===== src/rtl/core/sonar_ascii_range_parser_averager_defines.svh =====
// Assertion macros for the sonar range parser and averager.
// Used by the controller and datapath; needs aclk and aresetn in the including module.
`ifndef SONAR_ASCII_RANGE_PARSER_AVERAGER_DEFINES_SVH
`define SONAR_ASCII_RANGE_PARSER_AVERAGER_DEFINES_SVH
`ifndef SYNTHESIS
`define SARPA_ASSERT(label, prop, msg) \
    label: assert property (@(posedge aclk) disable iff (!aresetn) (prop)) else $error(msg);
`define SARPA_ASSERT_IMPL(label, ante, cons, msg) \
    label: assert property (@(posedge aclk) disable iff (!aresetn) (ante) |-> (cons)) \
        else $error(msg);
`define SARPA_ASSERT_NEXT(label, ante, cons, msg) \
    label: assert property (@(posedge aclk) disable iff (!aresetn) (ante) |=> (cons)) \
        else $error(msg);
`else
`define SARPA_ASSERT(label, prop, msg)
`define SARPA_ASSERT_IMPL(label, ante, cons, msg)
`define SARPA_ASSERT_NEXT(label, ante, cons, msg)
`endif
`endif


===== src/rtl/core/sarpa_pkg.sv =====
// Shared types and constants for the sonar range parser and averager.
// No dependencies.
package sarpa_pkg;

    localparam logic [7:0] CH_START = 8'h52;
    localparam logic [7:0] CH_CR    = 8'h0d;
    localparam logic [7:0] CH_ZERO  = 8'h30;

    localparam logic [2:0] POS_WAIT = 3'd0;
    localparam logic [2:0] POS_HUND = 3'd1;
    localparam logic [2:0] POS_TENS = 3'd2;
    localparam logic [2:0] POS_UNIT = 3'd3;
    localparam logic [2:0] POS_CR   = 3'd4;

    localparam logic [4:0] BATCH_MIN = 5'd1;
    localparam logic [4:0] BATCH_MAX = 5'd16;
    localparam logic [9:0] READING_MAX = 10'd999;

    localparam int SUM_W  = 14;
    localparam int FILL_W = 5;
    localparam logic [3:0] DIV_LAST_STEP = 4'(SUM_W - 1);

    localparam logic CFG_READINGS  = 1'b0;
    localparam logic CFG_THRESHOLD = 1'b1;

    localparam logic [4:0] RST_READINGS  = 5'd8;
    localparam logic [9:0] RST_THRESHOLD = 10'd50;

    typedef struct packed {
        logic accept;
        logic capture;
        logic div_step;
        logic load_out;
    } sarpa_cmd_t;

    typedef struct packed {
        logic frame_done;
        logic batch_done;
        logic div_last;
    } sarpa_status_t;

endpackage


===== src/rtl/core/sonar_ascii_range_parser_averager.sv =====
// Sonar range parser and averager, top level.
// Input channel s_*: one received serial byte per item. Frames are 'R', three
// ASCII digits and CR; other bytes are skipped or drop the current frame.
// Output channel m_*: one item per completed frame with the parsed reading;
// every Nth reading also carries the batch mean and the turn-left flag.
// Configuration: cfg_wr_en writes cfg_wdata to register cfg_index
// (0 readings per batch, 1 turn threshold) in the same cycle.
// Throughput: one byte per cycle while no frame completes. A CR that closes
// a frame is captured, then loaded into the output register from the push
// state; when it closes a batch, the 14-step serial divider runs in between.
// Reset (aresetn low, synchronous) empties the parser and batch and loads
// 8 readings per batch and a threshold of 50.
// A stalled receiver keeps the result in the output register; bytes are still
// taken until another frame completes, then s_ready drops until it drains.
// Depends on sarpa_pkg, sarpa_ctrl and sarpa_dp.
module sonar_ascii_range_parser_averager (
    input  logic       aclk,
    input  logic       aresetn,
    input  logic       cfg_wr_en,
    input  logic       cfg_index,
    input  logic [9:0] cfg_wdata,
    input  logic       s_valid,
    output logic       s_ready,
    input  logic [7:0] s_rx_byte,
    output logic       m_valid,
    input  logic       m_ready,
    output logic [9:0] m_reading,
    output logic       m_mean_ready,
    output logic [9:0] m_mean_distance,
    output logic       m_turn_left
);

    sarpa_pkg::sarpa_cmd_t    cmd;
    sarpa_pkg::sarpa_status_t status;

    sarpa_ctrl u_ctrl (
        .aclk    (aclk),
        .aresetn (aresetn),
        .s_valid (s_valid),
        .s_ready (s_ready),
        .m_valid (m_valid),
        .m_ready (m_ready),
        .status  (status),
        .cmd     (cmd)
    );

    sarpa_dp u_dp (
        .aclk            (aclk),
        .aresetn         (aresetn),
        .cfg_wr_en       (cfg_wr_en),
        .cfg_index       (cfg_index),
        .cfg_wdata       (cfg_wdata),
        .s_rx_byte       (s_rx_byte),
        .cmd             (cmd),
        .status          (status),
        .m_reading       (m_reading),
        .m_mean_ready    (m_mean_ready),
        .m_mean_distance (m_mean_distance),
        .m_turn_left     (m_turn_left)
    );

endmodule


===== src/rtl/core/sarpa_dp.sv =====
// Datapath: frame parser, batch accumulator, serial divider and output register.
// Depends on sarpa_pkg and the assertion macro header.
`include "sonar_ascii_range_parser_averager_defines.svh"

module sarpa_dp (
    input  logic                  aclk,
    input  logic                  aresetn,
    input  logic                  cfg_wr_en,
    input  logic                  cfg_index,
    input  logic [9:0]            cfg_wdata,
    input  logic [7:0]            s_rx_byte,
    input  sarpa_pkg::sarpa_cmd_t cmd,
    output sarpa_pkg::sarpa_status_t status,
    output logic [9:0]            m_reading,
    output logic                  m_mean_ready,
    output logic [9:0]            m_mean_distance,
    output logic                  m_turn_left
);

    logic [4:0] readings_reg;
    logic [9:0] threshold_reg;

    logic [2:0] pos_reg, pos_next;
    logic [9:0] partial_reg, partial_next;
    logic [sarpa_pkg::SUM_W-1:0]  sum_reg, sum_next, sum_new;
    logic [sarpa_pkg::FILL_W-1:0] fill_reg, fill_next, fill_new;
    logic [4:0] eff_batch;

    logic [9:0] reading_reg;
    logic       mean_ready_reg;
    logic [sarpa_pkg::SUM_W-1:0]  quo_reg, quo_next;
    logic [sarpa_pkg::FILL_W-1:0] rem_reg, rem_next, divisor_reg;
    logic [3:0] step_reg;
    logic [sarpa_pkg::FILL_W:0]   rem_shift;
    logic       rem_ge;

    logic       is_digit;
    logic [3:0] digit;
    logic [6:0] weight;
    logic [9:0] mean_value;

    always_ff @(posedge aclk) begin
        if (!aresetn) begin
            readings_reg  <= sarpa_pkg::RST_READINGS;
            threshold_reg <= sarpa_pkg::RST_THRESHOLD;
        end else if (cfg_wr_en) begin
            case (cfg_index)
                sarpa_pkg::CFG_READINGS:  readings_reg  <= cfg_wdata[4:0];
                sarpa_pkg::CFG_THRESHOLD: threshold_reg <= cfg_wdata;
                default: ;
            endcase
        end
    end

    assign is_digit = (s_rx_byte >= sarpa_pkg::CH_ZERO) &&
                      (s_rx_byte <= sarpa_pkg::CH_ZERO + 8'd9);
    assign digit    = 4'(s_rx_byte - sarpa_pkg::CH_ZERO);

    always_comb begin
        case (pos_reg)
            sarpa_pkg::POS_HUND: weight = 7'd100;
            sarpa_pkg::POS_TENS: weight = 7'd10;
            default:             weight = 7'd1;
        endcase
    end

    always_comb begin
        if (readings_reg == 5'd0) begin
            eff_batch = sarpa_pkg::BATCH_MIN;
        end else if (readings_reg > sarpa_pkg::BATCH_MAX) begin
            eff_batch = sarpa_pkg::BATCH_MAX;
        end else begin
            eff_batch = readings_reg;
        end
    end

    assign sum_new  = sum_reg + sarpa_pkg::SUM_W'(partial_reg);
    assign fill_new = fill_reg + 5'd1;

    assign status.frame_done = (pos_reg == sarpa_pkg::POS_CR) && (s_rx_byte == sarpa_pkg::CH_CR);
    assign status.batch_done = fill_new >= eff_batch;
    assign status.div_last   = step_reg == sarpa_pkg::DIV_LAST_STEP;

    always_comb begin
        pos_next     = pos_reg;
        partial_next = partial_reg;
        if (cmd.accept) begin
            case (pos_reg)
                sarpa_pkg::POS_WAIT: begin
                    if (s_rx_byte == sarpa_pkg::CH_START) begin
                        pos_next     = sarpa_pkg::POS_HUND;
                        partial_next = 10'd0;
                    end
                end
                sarpa_pkg::POS_HUND, sarpa_pkg::POS_TENS, sarpa_pkg::POS_UNIT: begin
                    if (is_digit) begin
                        partial_next = partial_reg + 10'(digit) * 10'(weight);
                        pos_next     = pos_reg + 3'd1;
                    end else begin
                        pos_next     = sarpa_pkg::POS_WAIT;
                        partial_next = 10'd0;
                    end
                end
                default: begin
                    pos_next     = sarpa_pkg::POS_WAIT;
                    partial_next = 10'd0;
                end
            endcase
        end
    end

    always_comb begin
        sum_next  = sum_reg;
        fill_next = fill_reg;
        if (cmd.capture) begin
            if (status.batch_done) begin
                sum_next  = '0;
                fill_next = '0;
            end else begin
                sum_next  = sum_new;
                fill_next = fill_new;
            end
        end
    end

    assign rem_shift = {rem_reg, quo_reg[sarpa_pkg::SUM_W-1]};
    assign rem_ge    = rem_shift >= {1'b0, divisor_reg};
    assign rem_next  = rem_ge ? sarpa_pkg::FILL_W'(rem_shift - {1'b0, divisor_reg})
                              : rem_shift[sarpa_pkg::FILL_W-1:0];
    assign quo_next  = {quo_reg[sarpa_pkg::SUM_W-2:0], rem_ge};

    always_ff @(posedge aclk) begin
        if (!aresetn) begin
            pos_reg     <= sarpa_pkg::POS_WAIT;
            partial_reg <= 10'd0;
            sum_reg     <= '0;
            fill_reg    <= '0;
            step_reg    <= 4'd0;
        end else begin
            pos_reg     <= pos_next;
            partial_reg <= partial_next;
            sum_reg     <= sum_next;
            fill_reg    <= fill_next;
            if (cmd.capture) begin
                step_reg <= 4'd0;
            end else if (cmd.div_step) begin
                step_reg <= step_reg + 4'd1;
            end
        end
    end

    always_ff @(posedge aclk) begin
        if (cmd.capture) begin
            reading_reg    <= partial_reg;
            mean_ready_reg <= status.batch_done;
            quo_reg        <= sum_new;
            rem_reg        <= '0;
            divisor_reg    <= fill_new;
        end else if (cmd.div_step) begin
            quo_reg <= quo_next;
            rem_reg <= rem_next;
        end
    end

    assign mean_value = quo_reg[9:0];

    always_ff @(posedge aclk) begin
        if (cmd.load_out) begin
            m_reading       <= reading_reg;
            m_mean_ready    <= mean_ready_reg;
            m_mean_distance <= mean_ready_reg ? mean_value : 10'd0;
            m_turn_left     <= mean_ready_reg && (mean_value < threshold_reg);
        end
    end

    `SARPA_ASSERT_IMPL(a_rem_below_divisor, cmd.div_step, rem_reg < divisor_reg, "divider remainder out of range")
    `SARPA_ASSERT(a_fill_bounded, fill_reg < sarpa_pkg::BATCH_MAX, "batch fill beyond batch size")
    `SARPA_ASSERT(a_partial_bounded, partial_reg <= sarpa_pkg::READING_MAX, "partial reading above 999")

endmodule


===== src/rtl/core/sarpa_ctrl.sv =====
// Controller: sequences byte intake, the serial divide and the output handoff.
// Depends on sarpa_pkg and the assertion macro header.
`include "sonar_ascii_range_parser_averager_defines.svh"

module sarpa_ctrl (
    input  logic                     aclk,
    input  logic                     aresetn,
    input  logic                     s_valid,
    output logic                     s_ready,
    output logic                     m_valid,
    input  logic                     m_ready,
    input  sarpa_pkg::sarpa_status_t status,
    output sarpa_pkg::sarpa_cmd_t    cmd
);

    localparam logic [1:0] S_IDLE = 2'd0;
    localparam logic [1:0] S_DIV  = 2'd1;
    localparam logic [1:0] S_PUSH = 2'd2;

    logic [1:0] state_reg, state_next;
    logic       m_valid_reg, m_valid_next;

    always_comb begin
        state_next   = state_reg;
        m_valid_next = m_valid_reg;
        cmd          = '0;
        if (m_valid_reg && m_ready) begin
            m_valid_next = 1'b0;
        end
        case (state_reg)
            S_IDLE: begin
                if (s_valid) begin
                    cmd.accept = 1'b1;
                    if (status.frame_done) begin
                        cmd.capture = 1'b1;
                        state_next  = status.batch_done ? S_DIV : S_PUSH;
                    end
                end
            end
            S_DIV: begin
                cmd.div_step = 1'b1;
                if (status.div_last) begin
                    state_next = S_PUSH;
                end
            end
            S_PUSH: begin
                if (!m_valid_reg || m_ready) begin
                    cmd.load_out = 1'b1;
                    m_valid_next = 1'b1;
                    state_next   = S_IDLE;
                end
            end
            default: state_next = S_IDLE;
        endcase
    end

    always_ff @(posedge aclk) begin
        if (!aresetn) begin
            state_reg   <= S_IDLE;
            m_valid_reg <= 1'b0;
        end else begin
            state_reg   <= state_next;
            m_valid_reg <= m_valid_next;
        end
    end

    assign s_ready = state_reg == S_IDLE;
    assign m_valid = m_valid_reg;

    `SARPA_ASSERT_NEXT(a_push_fills_output, state_reg == S_PUSH && !m_valid_reg, m_valid_reg, "free output not loaded")
    `SARPA_ASSERT_NEXT(a_div_ends_in_push, state_reg == S_DIV && status.div_last, state_reg == S_PUSH, "divide did not hand off")
    `SARPA_ASSERT_IMPL(a_no_load_while_busy, cmd.load_out, !m_valid_reg || m_ready, "output overwritten")

endmodule

===== config.mk =====
export PLATFORM = sky130hd
export DESIGN_NAME = sonar_ascii_range_parser_averager
export DESIGN_NICKNAME = d
export VERILOG_FILES = /design/src/rtl/core/sarpa_pkg.sv /design/src/rtl/core/sonar_ascii_range_parser_averager.sv /design/src/rtl/core/sarpa_dp.sv /design/src/rtl/core/sarpa_ctrl.sv
export VERILOG_INCLUDE_DIRS = /design/src /design/src/rtl/core
export SDC_FILE = /design/constraint.sdc
export NUM_CORES = 1
export LEC_CHECK = 0
export BUFFER_PORTS_ARGS = -buffer_cell sky130_fd_sc_hd__buf_2
export CORE_MARGIN = 8
export CORE_UTILIZATION = 50
export CTS_CLUSTER_SIZE = 40
export DETAILED_ROUTE_END_ITERATION = 16
export HOLD_SLACK_MARGIN = 0.06
export PLACE_DENSITY_LB_ADDON = 0.1
export SLEW_MARGIN = 10
export SYNTH_ARGS = -nofsm -noshare
export SYNTH_HDL_FRONTEND = slang
export SYNTH_SLANG_ARGS = --single-unit

===== constraint.sdc =====
create_clock -name aclk -period 10.3 [get_ports aclk]
set_input_delay 1.545 -clock aclk [delete_from_list [all_inputs] [get_ports aclk]]
set_output_delay 1.545 -clock aclk [all_outputs]
set_load 0.02 [all_outputs]

==> qor.txt <==
#FFs+latches synth: 111
DR pass1 iterations: 4
CP Launch Type: primary input
Reg area: 2740 um2
Syn avg cell area: 9.56 um2
Cell area after synthesis: 6290 um2
Fin nets: 791
Antenna cells: 0
Setup crit end kind: flop
Post-synth EDFFs: 52
Synth Instances: 658
CP bufs+invs: 3
Max Clock Skew: 0.00853 ns
Starting density of the core: 50.5%
Routed WL: 13.0 mm
Worst setup startpoint: s_rx_byte[2]
Num ports: 48
Die height: 128 um
First-pass GRT wire length: 21.1 mm
Leading cell types in the layout, fill and taps excluded: nand2_1, inv_1, dfxtp_1
Worst-skew pair later-pin latency: 0.35 ns
Final setup violation count: 0
Post-Layout Inst Area: 6990 um2
Gpl congestion: 0.848
Largest net degree at the start of global routing: 49
Status: completed
Sequential share of the synthesized area: 43.6%
Fin. max-slew vios: 0
R2R Setup Slk: 5.97 ns
Min-delay src: u_dp.reading_reg[1]
Ys Warns: 0
RSZ-0062 raised after global routing: no
Max Fclk: 213 MHz
Worst rel slew slack: 25.3%
Full die area: 16400 um2
H-tree depth: 3
Hold buffers post-CTS: 0
Vias in the first global route: 4468
Global Route Usage Sum: 16.2%
Clock buffer count from CTS: 9
Worst ir drop on vdd: 0.0000747 V
Arrival time worst endpoint: 4.98 ns
Clock Root Buffer: clkbuf_16
Kind of critical path: primary input to flop
CP cell instances: buf_2, and2_1, inv_1, fa_1, fa_1, fa_1, inv_1, ha_1, a211oi_1, o21ai_0, a31oi_1, xnor2_1, nand3_1, a21oi_1
Tmin final: 4.70 ns
Area Overhead vs Synth: 11.1%
DR DRC count: 0
Async SR Flop Fraction: 0%
Max incr delay on CP: 0.51 ns
CTS tree: yes
Postcts setup bufs: 0
ANT nets after route: 0
Initial antenna violation count: 0
Synth Flop Type: dfxtp_1
Clock-pin slew on the worst setup and hold paths: 0.07 ns
P_leak: 2.82 nW
Cell family with the largest share of critical-path delay: adder cells
FILL cells: 1124
DR iter-0 viols: 323
Rows: 41
Final Cycle Share: 45.7%
Core area: 12500 um2
HPWL after detailed placement: 9.62 mm
Multi-input logic area: 3200 um2
Vias per std cell: 5.31
Worst-path fanout max: 7
Tot Pwr: 879 uW
Post-CTS Resized: 0
Placed instance area: 6670 um2
Synth unique cells: 55
Worst slew pin tran: 1.12 ns
Worst hold path class: flop to flop
IO buf count: 47
Post-DR wirelength/cell: 14.9 um
Final hold viol count: 0
Layout cells sized above 1: 10.7%
Max cap viols: 0
Syn Nets: 754
Max stage delay cell, worst path: fa_1
Die W: 128 um
Most used cell, CP: fa_1
Commonest non-fill, non-tap cell in the layout: nand2_1
WP data required: 10.58 ns
Reg-to-reg startpoint: u_dp.pos_reg[0]
Via count: 4627
Grt ovf: 0
Final TNS setup: 0 ns
Power Dens Cells: 126 nW/um2
Sink Count: 111
Clock Tree Buf Depth: 2
per-layer routing:
layer  GRT usage (%)  up-vias  part of all wire, %
met2            26.4       80                   47
met3            3.08       15                  3.3
li1                -     2357                    -
met5               0        -                    0
met4            6.78        0                  1.4
met1            20.5     2175                   48
per-stage QoR:
stage                     hold WS, ns  setup slack (ns)  utilization (%)  std cells
after floorplan                 0.400              5.69                -        658
after global placement          0.403              5.37             53.5        856
after detailed placement        0.405              5.32             53.5        856
after CTS                       0.420              5.68             56.1        872
after global routing            0.425              5.49             56.1        872
final                           0.417              5.60             56.1        872
kinds of logic after synthesis:
| family | share of synthesized area (%) |
|---|---|
| AO/OA/AOI/OAI | 12.9 |
| XOR/XNOR | 3.34 |
| adder cells (fa/ha/maj) | 16.1 |
| buffers and inverters | 5.61 |
| flip-flops | 43.6 |
| multiplexers | 1.13 |
| AND/OR/NAND/NOR | 17.3 |
synthesized netlist by cell type, types with 4 or more instances:
cell type / instances / area share [%]
nor2b_1: 9 / 0.89
xnor2_1: 15 / 2.1
a21o_1: 10 / 1.2
fa_1: 15 / 4.8
a21oi_1: 49 / 3.9
and2_1: 18 / 1.8
xor2_1: 9 / 1.3
nor3_1: 8 / 0.64
a31oi_1: 4 / 0.40
nand3_1: 34 / 2.7
o211ai_1: 5 / 0.60
edfxtp_1: 52 / 25
clkbuf_1: 21 / 1.3
o31a_1: 4 / 0.56
a211oi_1: 5 / 0.60
nand2b_1: 8 / 0.80
dfxtp_1: 59 / 19
inv_1: 68 / 4.1
nand2_1: 76 / 4.5
nor2_1: 33 / 2.0
o21ai_0: 34 / 2.7
nand4b_1: 4 / 0.56
mux2i_1: 6 / 0.95
ha_1: 57 / 11
nand4_1: 9 / 0.89
where the power goes:
group | switching, mW | total, mW | internal [mW]
Combinational | 0.0279 | 0.0478 | 0.0199
Sequential | 0.00317 | 0.466 | 0.463
Clock | 0.155 | 0.365 | 0.210
final timing paths:
kind / endpoint / cells after the start
worst min-delay path: u_dp.m_reading[1] / 0
worst max register to register: u_dp.partial_reg[9] / 15
worst max-delay path: u_dp.partial_reg[9] / 14
worst min register to register: u_dp.m_reading[1] / 0
final cells by class:
type / instances / area share, %
sequential: 111 / 39.2
inverter: 69 / 3.71
tap: 172 / 3.08
clock inverter: 4 / 0.698
multi-input combinational: 455 / 45.9
timing repair buffer: 49 / 3.58
clock buffer: 12 / 3.83
No activity file was read; power rests on OpenSTA's default activity.
